## config.mk

```make
export PLATFORM = sky130hd
export DESIGN_NAME = periodic_task_timer_table
export DESIGN_NICKNAME = d
export VERILOG_FILES = /design/src/rtl/ptt_pkg.sv /design/src/rtl/periodic_task_timer_table.sv /design/src/rtl/ptt_ram.sv /design/src/rtl/ptt_ctrl.sv /design/src/rtl/ptt_dp.sv
export VERILOG_INCLUDE_DIRS = /design/src /design/src/rtl
export SDC_FILE = /design/constraint.sdc
export NUM_CORES = 2
export LEC_CHECK = 0
export ABC_AREA = 1
export BUFFER_PORTS_ARGS = -buffer_cell sky130_fd_sc_hd__buf_2
export CAP_MARGIN = 5
export CELL_PAD_IN_SITES_DETAIL_PLACEMENT = 1
export CELL_PAD_IN_SITES_GLOBAL_PLACEMENT = 1
export CORE_UTILIZATION = 55
export CTS_CLUSTER_SIZE = 10
export DETAILED_ROUTE_END_ITERATION = 8
export GPL_TIMING_DRIVEN = 0
export PLACE_DENSITY_LB_ADDON = 0.1
export REMOVE_ABC_BUFFERS = 1
export SYNTH_ARGS = -nofsm -noshare
export SYNTH_HDL_FRONTEND = slang
export SYNTH_SLANG_ARGS = --single-unit
export TNS_END_PERCENT = 100
```

## constraint.sdc

```tcl
create_clock -name i_clk -period 8.8 [get_ports i_clk]
set_input_delay 0.44 -clock i_clk [delete_from_list [all_inputs] [get_ports i_clk]]
set_output_delay 0.44 -clock i_clk [all_outputs]
set_load 0.01 [all_outputs]
```

## src/rtl/assert_macros.svh

```systemverilog
// Assertion helpers shared by the timer table RTL.
// All checks are clocked on i_clk and are off while i_rst_n is low.
`ifndef ASSERT_MACROS_SVH
`define ASSERT_MACROS_SVH

// Check that a property holds at every clock edge.
`define ASSERT_ALWAYS(lbl, prop, msg) \
    lbl: assert property (@(posedge i_clk) disable iff (!i_rst_n) (prop)) else $error(msg);

// Check that a condition implies another one at the next edge.
`define ASSERT_NEXT(lbl, ante, cons, msg) \
    lbl: assert property (@(posedge i_clk) disable iff (!i_rst_n) (ante) |=> (cons)) \
        else $error(msg);

`endif

```

## src/rtl/ptt_pkg.sv

```systemverilog
package ptt_pkg;

    // Table geometry
    localparam int NUM_SLOTS = 32;
    localparam int IDX_W     = $clog2(NUM_SLOTS);
    localparam int CNT_W     = $clog2(NUM_SLOTS + 1);
    localparam int TIME_W    = 32;
    localparam int FUNC_W    = 2;
    localparam int STAT_W    = 2;

    // Request codes
    typedef enum logic [FUNC_W-1:0] {
        F_TICK   = 2'd0,
        F_ADD    = 2'd1,
        F_ARM    = 2'd2,
        F_CANCEL = 2'd3
    } t_func;

    // Result status codes
    typedef enum logic [STAT_W-1:0] {
        STAT_OK    = 2'd0,
        STAT_BUSY  = 2'd1,
        STAT_FULL  = 2'd2,
        STAT_NOREG = 2'd3
    } t_status;

    // Sequencer states
    typedef enum logic [1:0] {
        S_IDLE,
        S_WALK,
        S_DONE
    } t_state;

    // Controller to datapath
    typedef struct packed {
        logic op_en;    // request word accepted this cycle
        logic walk_en;  // tick walk in progress
        logic done_en;  // emit the end-of-tick word
    } t_cmd;

    // Datapath to controller
    typedef struct packed {
        logic out_free; // output register can take a word this cycle
        logic walk_end; // every registered slot has been evaluated
    } t_sts;

endpackage

```

## src/rtl/periodic_task_timer_table.sv

```systemverilog
// Channel   Handshake                   Word fields
// request   i_in_valid / o_in_stall     i_func, i_slot, i_interval, i_repeat_req, i_now
// result    o_out_valid / i_out_stall   o_fired, o_slot_out, o_status, o_last
//
// For add, arm and cancel the answer sits in the output register the next cycle.
// A tick starts a walk: the first slot RAM read is started, each registered slot is evaluated
// in turn, the walk end is seen and the done word is registered; only then is the next
// request taken. Output stalls add cycles; requests stall while busy.
// Synchronous active-low reset clears armed flags, slot count, walk index and flag, output valid and
// sequencer; the slot RAM is not cleared (its data is used only for armed slots).
module periodic_task_timer_table (
    input  logic                        i_clk,
    input  logic                        i_rst_n,
    input  logic                        i_in_valid,
    output logic                        o_in_stall,
    input  logic [ptt_pkg::FUNC_W-1:0]  i_func,
    input  logic [ptt_pkg::IDX_W-1:0]   i_slot,
    input  logic [ptt_pkg::TIME_W-1:0]  i_interval,
    input  logic                        i_repeat_req,
    input  logic [ptt_pkg::TIME_W-1:0]  i_now,
    output logic                        o_out_valid,
    input  logic                        i_out_stall,
    output logic                        o_fired,
    output logic [ptt_pkg::IDX_W-1:0]   o_slot_out,
    output logic [ptt_pkg::STAT_W-1:0]  o_status,
    output logic                        o_last
);

    import ptt_pkg::*;

    t_func   func;
    t_cmd    cmd;
    t_sts    sts;
    t_status status;

    assign func     = t_func'(i_func);
    assign o_status = status;

    // Sequencer
    ptt_ctrl u_ctrl (
        .i_clk      (i_clk),
        .i_rst_n    (i_rst_n),
        .i_in_valid (i_in_valid),
        .i_func     (func),
        .i_sts      (sts),
        .o_in_stall (o_in_stall),
        .o_cmd      (cmd)
    );

    // Slot table, walk and output register
    ptt_dp u_dp (
        .i_clk        (i_clk),
        .i_rst_n      (i_rst_n),
        .i_cmd        (cmd),
        .i_func       (func),
        .i_slot       (i_slot),
        .i_interval   (i_interval),
        .i_repeat_req (i_repeat_req),
        .i_now        (i_now),
        .i_out_stall  (i_out_stall),
        .o_sts        (sts),
        .o_out_valid  (o_out_valid),
        .o_fired      (o_fired),
        .o_slot_out   (o_slot_out),
        .o_status     (status),
        .o_last       (o_last)
    );

endmodule

```

## src/rtl/ptt_ram.sv

```systemverilog
module ptt_ram #(
    parameter int WIDTH = 64,
    parameter int DEPTH = 32
) (
    input  logic                     i_clk,
    input  logic                     i_we,
    input  logic [$clog2(DEPTH)-1:0] i_waddr,
    input  logic [WIDTH-1:0]         i_wdata,
    input  logic [$clog2(DEPTH)-1:0] i_raddr,
    output logic [WIDTH-1:0]         o_rdata
);

    logic [WIDTH-1:0] r_mem [DEPTH];
    logic [WIDTH-1:0] r_rdata;

    // One write port, one registered read port
    always_ff @(posedge i_clk) begin
        if (i_we) begin
            r_mem[i_waddr] <= i_wdata;
        end
        r_rdata <= r_mem[i_raddr];
    end

    assign o_rdata = r_rdata;

endmodule

```

## src/rtl/ptt_ctrl.sv

```systemverilog
`include "assert_macros.svh"

module ptt_ctrl (
    input  logic           i_clk,
    input  logic           i_rst_n,
    input  logic           i_in_valid,
    input  ptt_pkg::t_func i_func,
    input  ptt_pkg::t_sts  i_sts,
    output logic           o_in_stall,
    output ptt_pkg::t_cmd  o_cmd
);

    import ptt_pkg::*;

    t_state r_state;
    t_state n_state;
    logic   accept;

    // Requests are taken only when idle and the output register has room
    assign o_in_stall = !((r_state == S_IDLE) && i_sts.out_free);
    assign accept     = i_in_valid && !o_in_stall;

    // Next state
    always_comb begin
        n_state = r_state;
        case (r_state)
            S_IDLE: begin
                if (accept && (i_func == F_TICK)) begin
                    n_state = S_WALK;
                end
            end
            S_WALK: begin
                if (i_sts.walk_end) begin
                    n_state = S_DONE;
                end
            end
            S_DONE: begin
                if (i_sts.out_free) begin
                    n_state = S_IDLE;
                end
            end
            default: begin
                n_state = S_IDLE;
            end
        endcase
    end

    // Commands
    always_comb begin
        o_cmd = '0;
        case (r_state)
            S_IDLE: begin
                o_cmd.op_en = accept;
            end
            S_WALK: begin
                o_cmd.walk_en = 1'b1;
            end
            S_DONE: begin
                o_cmd.done_en = i_sts.out_free;
            end
            default: begin
                o_cmd = '0;
            end
        endcase
    end

    always_ff @(posedge i_clk) begin
        if (!i_rst_n) begin
            r_state <= S_IDLE;
        end else begin
            r_state <= n_state;
        end
    end

    `ASSERT_NEXT(a_tick_starts_walk, (accept && (i_func == F_TICK)), (r_state == S_WALK), "tick word did not start a walk")
    `ASSERT_ALWAYS(a_one_cmd, $onehot0({o_cmd.op_en, o_cmd.walk_en, o_cmd.done_en}), "more than one command active")

endmodule

```

## src/rtl/ptt_dp.sv

```systemverilog
`include "assert_macros.svh"

module ptt_dp (
    input  logic                        i_clk,
    input  logic                        i_rst_n,
    input  ptt_pkg::t_cmd               i_cmd,
    input  ptt_pkg::t_func              i_func,
    input  logic [ptt_pkg::IDX_W-1:0]   i_slot,
    input  logic [ptt_pkg::TIME_W-1:0]  i_interval,
    input  logic                        i_repeat_req,
    input  logic [ptt_pkg::TIME_W-1:0]  i_now,
    input  logic                        i_out_stall,
    output ptt_pkg::t_sts               o_sts,
    output logic                        o_out_valid,
    output logic                        o_fired,
    output logic [ptt_pkg::IDX_W-1:0]   o_slot_out,
    output ptt_pkg::t_status            o_status,
    output logic                        o_last
);

    import ptt_pkg::*;

    // Slot state
    logic [NUM_SLOTS-1:0] r_armed;
    logic [NUM_SLOTS-1:0] n_armed;
    logic [CNT_W-1:0]     r_count;
    logic [CNT_W-1:0]     n_count;

    // Walk state
    logic [TIME_W-1:0] r_now;
    logic [TIME_W-1:0] n_now;
    logic [CNT_W-1:0]  r_rd_idx;
    logic [CNT_W-1:0]  n_rd_idx;
    logic              r_ev_vld;
    logic              n_ev_vld;
    logic [IDX_W-1:0]  r_ev_idx;
    logic [IDX_W-1:0]  n_ev_idx;

    // Output register
    logic             r_out_vld;
    logic             n_out_vld;
    logic             r_fired;
    logic             n_fired;
    logic [IDX_W-1:0] r_slot_out;
    logic [IDX_W-1:0] n_slot_out;
    t_status          r_status;
    t_status          n_status;
    logic             r_last;
    logic             n_last;

    // RAM port: {period, deadline}
    logic                  ram_we;
    logic [IDX_W-1:0]      ram_waddr;
    logic [2*TIME_W-1:0]   ram_wdata;
    logic [IDX_W-1:0]      ram_raddr;
    logic [2*TIME_W-1:0]   ram_rdata;

    logic [TIME_W-1:0] rd_deadline;
    logic [TIME_W-1:0] rd_period;
    logic [TIME_W-1:0] arm_deadline;
    logic [TIME_W-1:0] reload_deadline;
    logic              out_free;
    logic              hit;
    logic              advance;
    logic              slot_ok;
    logic              full;

    assign out_free        = !r_out_vld || !i_out_stall;
    assign rd_deadline     = ram_rdata[TIME_W-1:0];
    assign rd_period       = ram_rdata[2*TIME_W-1:TIME_W];
    assign arm_deadline    = i_now + i_interval;
    assign reload_deadline = r_now + rd_period;
    assign slot_ok         = CNT_W'(i_slot) < r_count;
    assign full            = r_count >= CNT_W'(NUM_SLOTS);

    // Walk evaluation: slot under test expired?
    assign hit     = i_cmd.walk_en && r_ev_vld && r_armed[r_ev_idx] && (r_now >= rd_deadline);
    assign advance = !(hit && !out_free);

    // Hold the read address on a stalled hit so the read data stays put
    assign ram_raddr = (i_cmd.walk_en && !advance) ? r_ev_idx : r_rd_idx[IDX_W-1:0];

    assign o_sts.out_free = out_free;
    assign o_sts.walk_end = !r_ev_vld && (r_rd_idx >= r_count);

    ptt_ram #(
        .WIDTH (2 * TIME_W),
        .DEPTH (NUM_SLOTS)
    ) u_slot_ram (
        .i_clk   (i_clk),
        .i_we    (ram_we),
        .i_waddr (ram_waddr),
        .i_wdata (ram_wdata),
        .i_raddr (ram_raddr),
        .o_rdata (ram_rdata)
    );

    // Next-state logic for slot table, walk and output word
    always_comb begin
        n_armed    = r_armed;
        n_count    = r_count;
        n_now      = r_now;
        n_rd_idx   = r_rd_idx;
        n_ev_vld   = r_ev_vld;
        n_ev_idx   = r_ev_idx;
        n_fired    = r_fired;
        n_slot_out = r_slot_out;
        n_status   = r_status;
        n_last     = r_last;
        n_out_vld  = r_out_vld && i_out_stall;
        ram_we     = 1'b0;
        ram_waddr  = r_ev_idx;
        ram_wdata  = {rd_period, reload_deadline};

        if (i_cmd.op_en) begin
            // Request words; all but tick answer at once
            n_fired = 1'b0;
            n_last  = 1'b1;
            case (i_func)
                F_TICK: begin
                    n_now    = i_now;
                    n_rd_idx = '0;
                    n_ev_vld = 1'b0;
                end
                F_ADD: begin
                    n_out_vld = 1'b1;
                    if (full) begin
                        n_slot_out = '0;
                        n_status   = STAT_FULL;
                    end else begin
                        n_armed[r_count[IDX_W-1:0]] = 1'b0;
                        n_slot_out = r_count[IDX_W-1:0];
                        n_status   = STAT_OK;
                        n_count    = r_count + CNT_W'(1);
                    end
                end
                F_ARM: begin
                    n_out_vld  = 1'b1;
                    n_slot_out = i_slot;
                    if (!slot_ok) begin
                        n_status = STAT_NOREG;
                    end else if (r_armed[i_slot]) begin
                        n_status = STAT_BUSY;
                    end else begin
                        n_status        = STAT_OK;
                        n_armed[i_slot] = 1'b1;
                        ram_we          = 1'b1;
                        ram_waddr       = i_slot;
                        ram_wdata       = {(i_repeat_req ? i_interval : '0), arm_deadline};
                    end
                end
                F_CANCEL: begin
                    n_out_vld  = 1'b1;
                    n_slot_out = i_slot;
                    if (!slot_ok) begin
                        n_status = STAT_NOREG;
                    end else begin
                        n_status        = STAT_OK;
                        n_armed[i_slot] = 1'b0;
                    end
                end
                default: begin
                    n_out_vld = r_out_vld && i_out_stall;
                end
            endcase
        end else if (i_cmd.walk_en) begin
            // One slot per cycle; a hit waits for room in the output register
            if (hit && out_free) begin
                n_out_vld  = 1'b1;
                n_fired    = 1'b1;
                n_slot_out = r_ev_idx;
                n_status   = STAT_OK;
                n_last     = 1'b0;
                if (rd_period == '0) begin
                    n_armed[r_ev_idx] = 1'b0;
                end else begin
                    ram_we = 1'b1;
                end
            end
            if (advance) begin
                n_ev_vld = r_rd_idx < r_count;
                n_ev_idx = r_rd_idx[IDX_W-1:0];
                if (r_rd_idx < r_count) begin
                    n_rd_idx = r_rd_idx + CNT_W'(1);
                end
            end
        end else if (i_cmd.done_en) begin
            // End-of-tick word
            n_out_vld  = 1'b1;
            n_fired    = 1'b0;
            n_slot_out = '0;
            n_status   = STAT_OK;
            n_last     = 1'b1;
        end
    end

    always_ff @(posedge i_clk) begin
        if (!i_rst_n) begin
            r_armed   <= '0;
            r_count   <= '0;
            r_rd_idx  <= '0;
            r_ev_vld  <= 1'b0;
            r_out_vld <= 1'b0;
        end else begin
            r_armed   <= n_armed;
            r_count   <= n_count;
            r_rd_idx  <= n_rd_idx;
            r_ev_vld  <= n_ev_vld;
            r_out_vld <= n_out_vld;
        end
    end

    always_ff @(posedge i_clk) begin
        r_now      <= n_now;
        r_ev_idx   <= n_ev_idx;
        r_fired    <= n_fired;
        r_slot_out <= n_slot_out;
        r_status   <= n_status;
        r_last     <= n_last;
    end

    assign o_out_valid = r_out_vld;
    assign o_fired     = r_fired;
    assign o_slot_out  = r_slot_out;
    assign o_status    = r_status;
    assign o_last      = r_last;

    `ASSERT_ALWAYS(a_count_range, (r_count <= CNT_W'(NUM_SLOTS)), "slot count beyond table size")
    `ASSERT_ALWAYS(a_walk_in_range, (r_ev_vld |-> (CNT_W'(r_ev_idx) < r_count)), "evaluated slot not registered")
    `ASSERT_ALWAYS(a_fired_not_last, ((r_out_vld && r_fired) |-> !r_last), "fired word marked last")

endmodule
```

==> flow_summary.json <==
{
  "syn_area_um2": 93800,
  "dieArea_um2": 172000,
  "viasPerCell": 6.56,
  "post-route-cell-area_um2": 109000,
  "yosys.area_share.adder_pct": 1.56,
  "p_int_mw": 18.4,
  "end_kind": "flip-flop",
  "synth_flop_cell": "edfxtp_1",
  "num-nets-final": 8748,
  "cts-root-buf": "clkbuf_16",
  "synth_compound_area_share_pct": 3.09,
  "synth-seq-cells": 2206,
  "clock_sinks": 2206,
  "coreArea_um2": 169000,
  "vdd_drop_max_uv": 222,
  "finalPower_mw": 24.3,
  "ios": 87,
  "wl_um": 336000,
  "antenna_found_initial": 11,
  "period_needed_ns": 7.43,
  "wl_per_cell_um": 30.7,
  "synth_edf_count": 2092,
  "drt_iter0_drc": 8972,
  "slew_headroom_pct": 1.79,
  "final_cell_mix": "2415 x nand2_1, 2092 x edfxtp_1, 2073 x nand3_1, 323 x inv_1, 281 x clkbuf_16",
  "cp_slowest_cell": "edfxtp_1",
  "yosys_warnings": 0,
  "final_util_pct": 64.2,
  "ant_nets": 0,
  "dp_hpwl_um": 206000,
  "yosysUniqueCellTypes": 50,
  "start_util_pct": 55.4,
  "hold_path.class": "in -> reg",
  "regArea_um2": 65100,
  "grt_first_pass_wirelength_um": 487000,
  "slowest_delay_ns": 1.18,
  "htreeDepth": 5,
  "drc_errors": 0,
  "multi_input_area_um2": 25500,
  "critPathMaxFanout": 75,
  "seqPwrFrac_pct": 49.3,
  "power.density_nw_per_um2": 223,
  "cp_data_required_time_ns": 9.66,
  "avgSynthCellArea_um2": 11.2,
  "grt_pass1_vias": 74469,
  "clock_skew_ns": 0.0511,
  "p_clk_share_pct": 41.7,
  "gp_congestion": 0.896,
  "synth_xor_area_share_pct": 0.280,
  "final_common_cell": "nand2_1",
  "violations": "max-capacitance violations",
  "async_flop_share_pct": 0,
  "max_freq_ghz": 0.135,
  "muxShareOfSynthArea_pct": 0.0107,
  "drv_slew": 0,
  "grt_max_degree": 89,
  "crit_top_cell": "nand2_1",
  "final.period_utilization_pct": 84.5,
  "io_buffer_count": 86,
  "cp_top_family": "buffers and inverters",
  "placedInstanceArea_um2": 101000,
  "setup_viol": 0,
  "fp.dieW_um": 415,
  "yosysSeqAreaShare_pct": 69.4,
  "outcome": "finished with violations",
  "critPathKind": "reg -> reg",
  "cp-start-kind": "flip-flop",
  "setup_tns_ns": 0,
  "die_h_um": 415,
  "switching_share_pct": 24.1,
  "comb_power_share_pct": 8.9,
  "tritoncts": "yes",
  "crit_arrival_ns": 8.29,
  "synth_top_family_by_area": "simple AND/OR/NAND/NOR gates",
  "vias": 71774,
  "cap_violations": 1,
  "clkTransAtPathRegs_ns": 0.06,
  "clkLatencyLatePin_ns": 0.95,
  "synth-simple-area-share_pct": 21.8,
  "grt.total_usage_pct": 38.6,
  "overflow": 0,
  "cts_made_buffers": 274,
  "cp.buffers_inverters": 8,
  "ctsLongestPathBuffers": 4,
  "p_sw_mw": 5.86,
  "grt_setup_unrepaired": "no",
  "post_cts_resized": 0,
  "row_count": 151,
  "layout-drive-gt1-share_pct": 8.38,
  "tightest_slew_ns": 1.46,
  "hold_viol": 0,
  "area_delta_synth_final_pct": 16.0,
  "p_leak_nw": 39.7,
  "drt_pass1_iterations": 7,
  "fill_cells": 16916,
  "syn_inst": 8396
}
-- worst reg2reg max path, cell delays in order (launching register included) --
cell	delay (ns)
edfxtp_1	1.18
inv_1	0.71
nand2_1	0.31
nand2_1	0.10
nand2_1	0.07
nand2_1	0.09
nand2_1	0.07
nand2_1	0.05
nor2_1	0.18
a21oi_2	0.12
nand3_2	0.34
nand2_4	0.44
buf_16	0.38
nand2_4	0.51
buf_16	0.36
buf_16	0.34
buf_16	0.39
buf_16	0.36
buf_16	0.32
buf_16	0.34
nand2_1	0.18
nand3_1	0.11
nand3_1	0.09
nand3_1	0.10
nand3_1	0.13
nand2_1	0.11
-- metrics by stage --
step                      std cells  setup slack [ns]  hold slack, ns
after floorplan                7900            -12.72           0.457
after global routing          10946              1.16          0.0554
final                         10947              1.37          0.0623
after global placement        10204            -76.94           0.432
after detailed placement      10464              1.66           0.447
after CTS                     10942              1.57        0.000965
-- synthesized netlist by cell type, types with 2 or more instances --
cell type	n	area [um^2]
xnor2_1	14	123
o221a_2	2	22.5
a311oi_1	6	52.6
o21ai_0	180	901
nand3_1	2075	10400
nand4_1	12	75.1
clkinv_1	3	11.3
nand3b_1	5	37.5
nor4_1	9	56.3
o211ai_1	4	30.0
clkbuf_1	113	424
buf_1	41	154
o22ai_1	25	156
buf_2	300	1500
a21o_1	11	82.6
nor3b_1	3	22.5
a31oi_1	18	113
o21a_1	15	113
a32o_1	8	80.1
inv_2	3	11.3
or2_2	3	18.8
o21ai_4	2	32.5
edfxtp_1	2092	62800
buf_4	42	315
nand2_1	2418	9080
nor2_1	168	631
a22oi_1	4	30.0
fa_1	2	40.0
o211a_1	14	140
a211oi_1	4	30.0
ha_1	114	1430
dfxtp_1	114	2280
a21boi_0	5	37.5
a21oi_1	172	861
xor2_1	16	140
nor3_1	24	120
o31ai_1	3	22.5
o32ai_1	14	123
inv_1	326	1220
a2111oi_0	2	17.5
-- kinds of logic (layout without fill, tap and decap cells) --
group | after synthesis | count (layout)
muxes | 1 | 1
DFF | 2206 | 2206
AOI/OAI and AO/OA | 496 | 496
buffers and inverters | 828 | 1156
adders and majority gates | 116 | 116
and+or+nand+nor | 4719 | 4719
other | 0 | 5
xor gates and xnor gates | 30 | 30
-- registers in the layout, summed over array words and instances (netlist names), 2 cells and up --
| signal | count |
|---|---|
| u_dp.u_slot_ram.r_mem | 2048 |
| u_dp.r_now | 32 |
| u_dp.r_rd_idx | 6 |
| u_dp.r_count | 6 |
| u_dp.u_slot_ram.o_rdata | 64 |
| u_dp.o_status | 2 |
| u_dp.o_slot_out | 5 |
| u_ctrl.r_state | 2 |
| u_dp.r_ev_idx | 5 |
| u_dp.r_armed | 32 |
-- what timing repair did --
| item | 4_1_cts | 5_1_grt |
|---|---|---|
| setup buffers | 0 | 0 |
| hold buffers | 34 | 0 |
| endpoints found under the hold margin | 34 | 0 |
| setup endpoints to repair | 0 | 0 |
-- per-layer routing --
metal	track usage (%)	vias to the layer above	wire length [um]
li1	-	30053	-
met1	47.5	36241	121000
met2	63.3	4302	162000
met3	7.33	1176	30200
met4	23.3	2	22200
met5	0	-	14
-- power groups by stage --
stage | clock [mW] | sequential [mW] | combinational, mW
floorplan | 0 | 12.2 | 1.77
global placement | 0 | 12.3 | 2.65
detailed placement | 0 | 12.2 | 2.06
CTS | 10.2 | 12.0 | 2.12
global route | 10.5 | 12.0 | 2.31
finish | 10.1 | 12.0 | 2.17
-- worst paths after layout --
path              cells past startpoint  slack [ns]                            end             start
setup / recovery                     25        1.37    u_dp.u_slot_ram.o_rdata[49]  u_dp.r_ev_idx[0]
hold / removal                        3        0.06  u_dp.u_slot_ram.r_mem[30][44]    i_interval[12]
hold reg to reg                       2        0.48                   u_dp.o_fired      u_dp.o_fired
setup reg to reg                     25        1.37    u_dp.u_slot_ram.o_rdata[49]  u_dp.r_ev_idx[0]
-- final cells by class --
| cell class | count | share of cell area [%] |
|---|---|---|
| tap | 2218 | 2.55 |
| antenna | 5 | 0.0115 |
| inverter | 332 | 1.16 |
| multi-input combinational | 5362 | 23.5 |
| clock buffer | 434 | 7.02 |
| timing repair buffer | 380 | 5.89 |
| clock inverter | 10 | 0.0793 |
| sequential | 2206 | 59.8 |
Power figures use the tool's default switching activity.
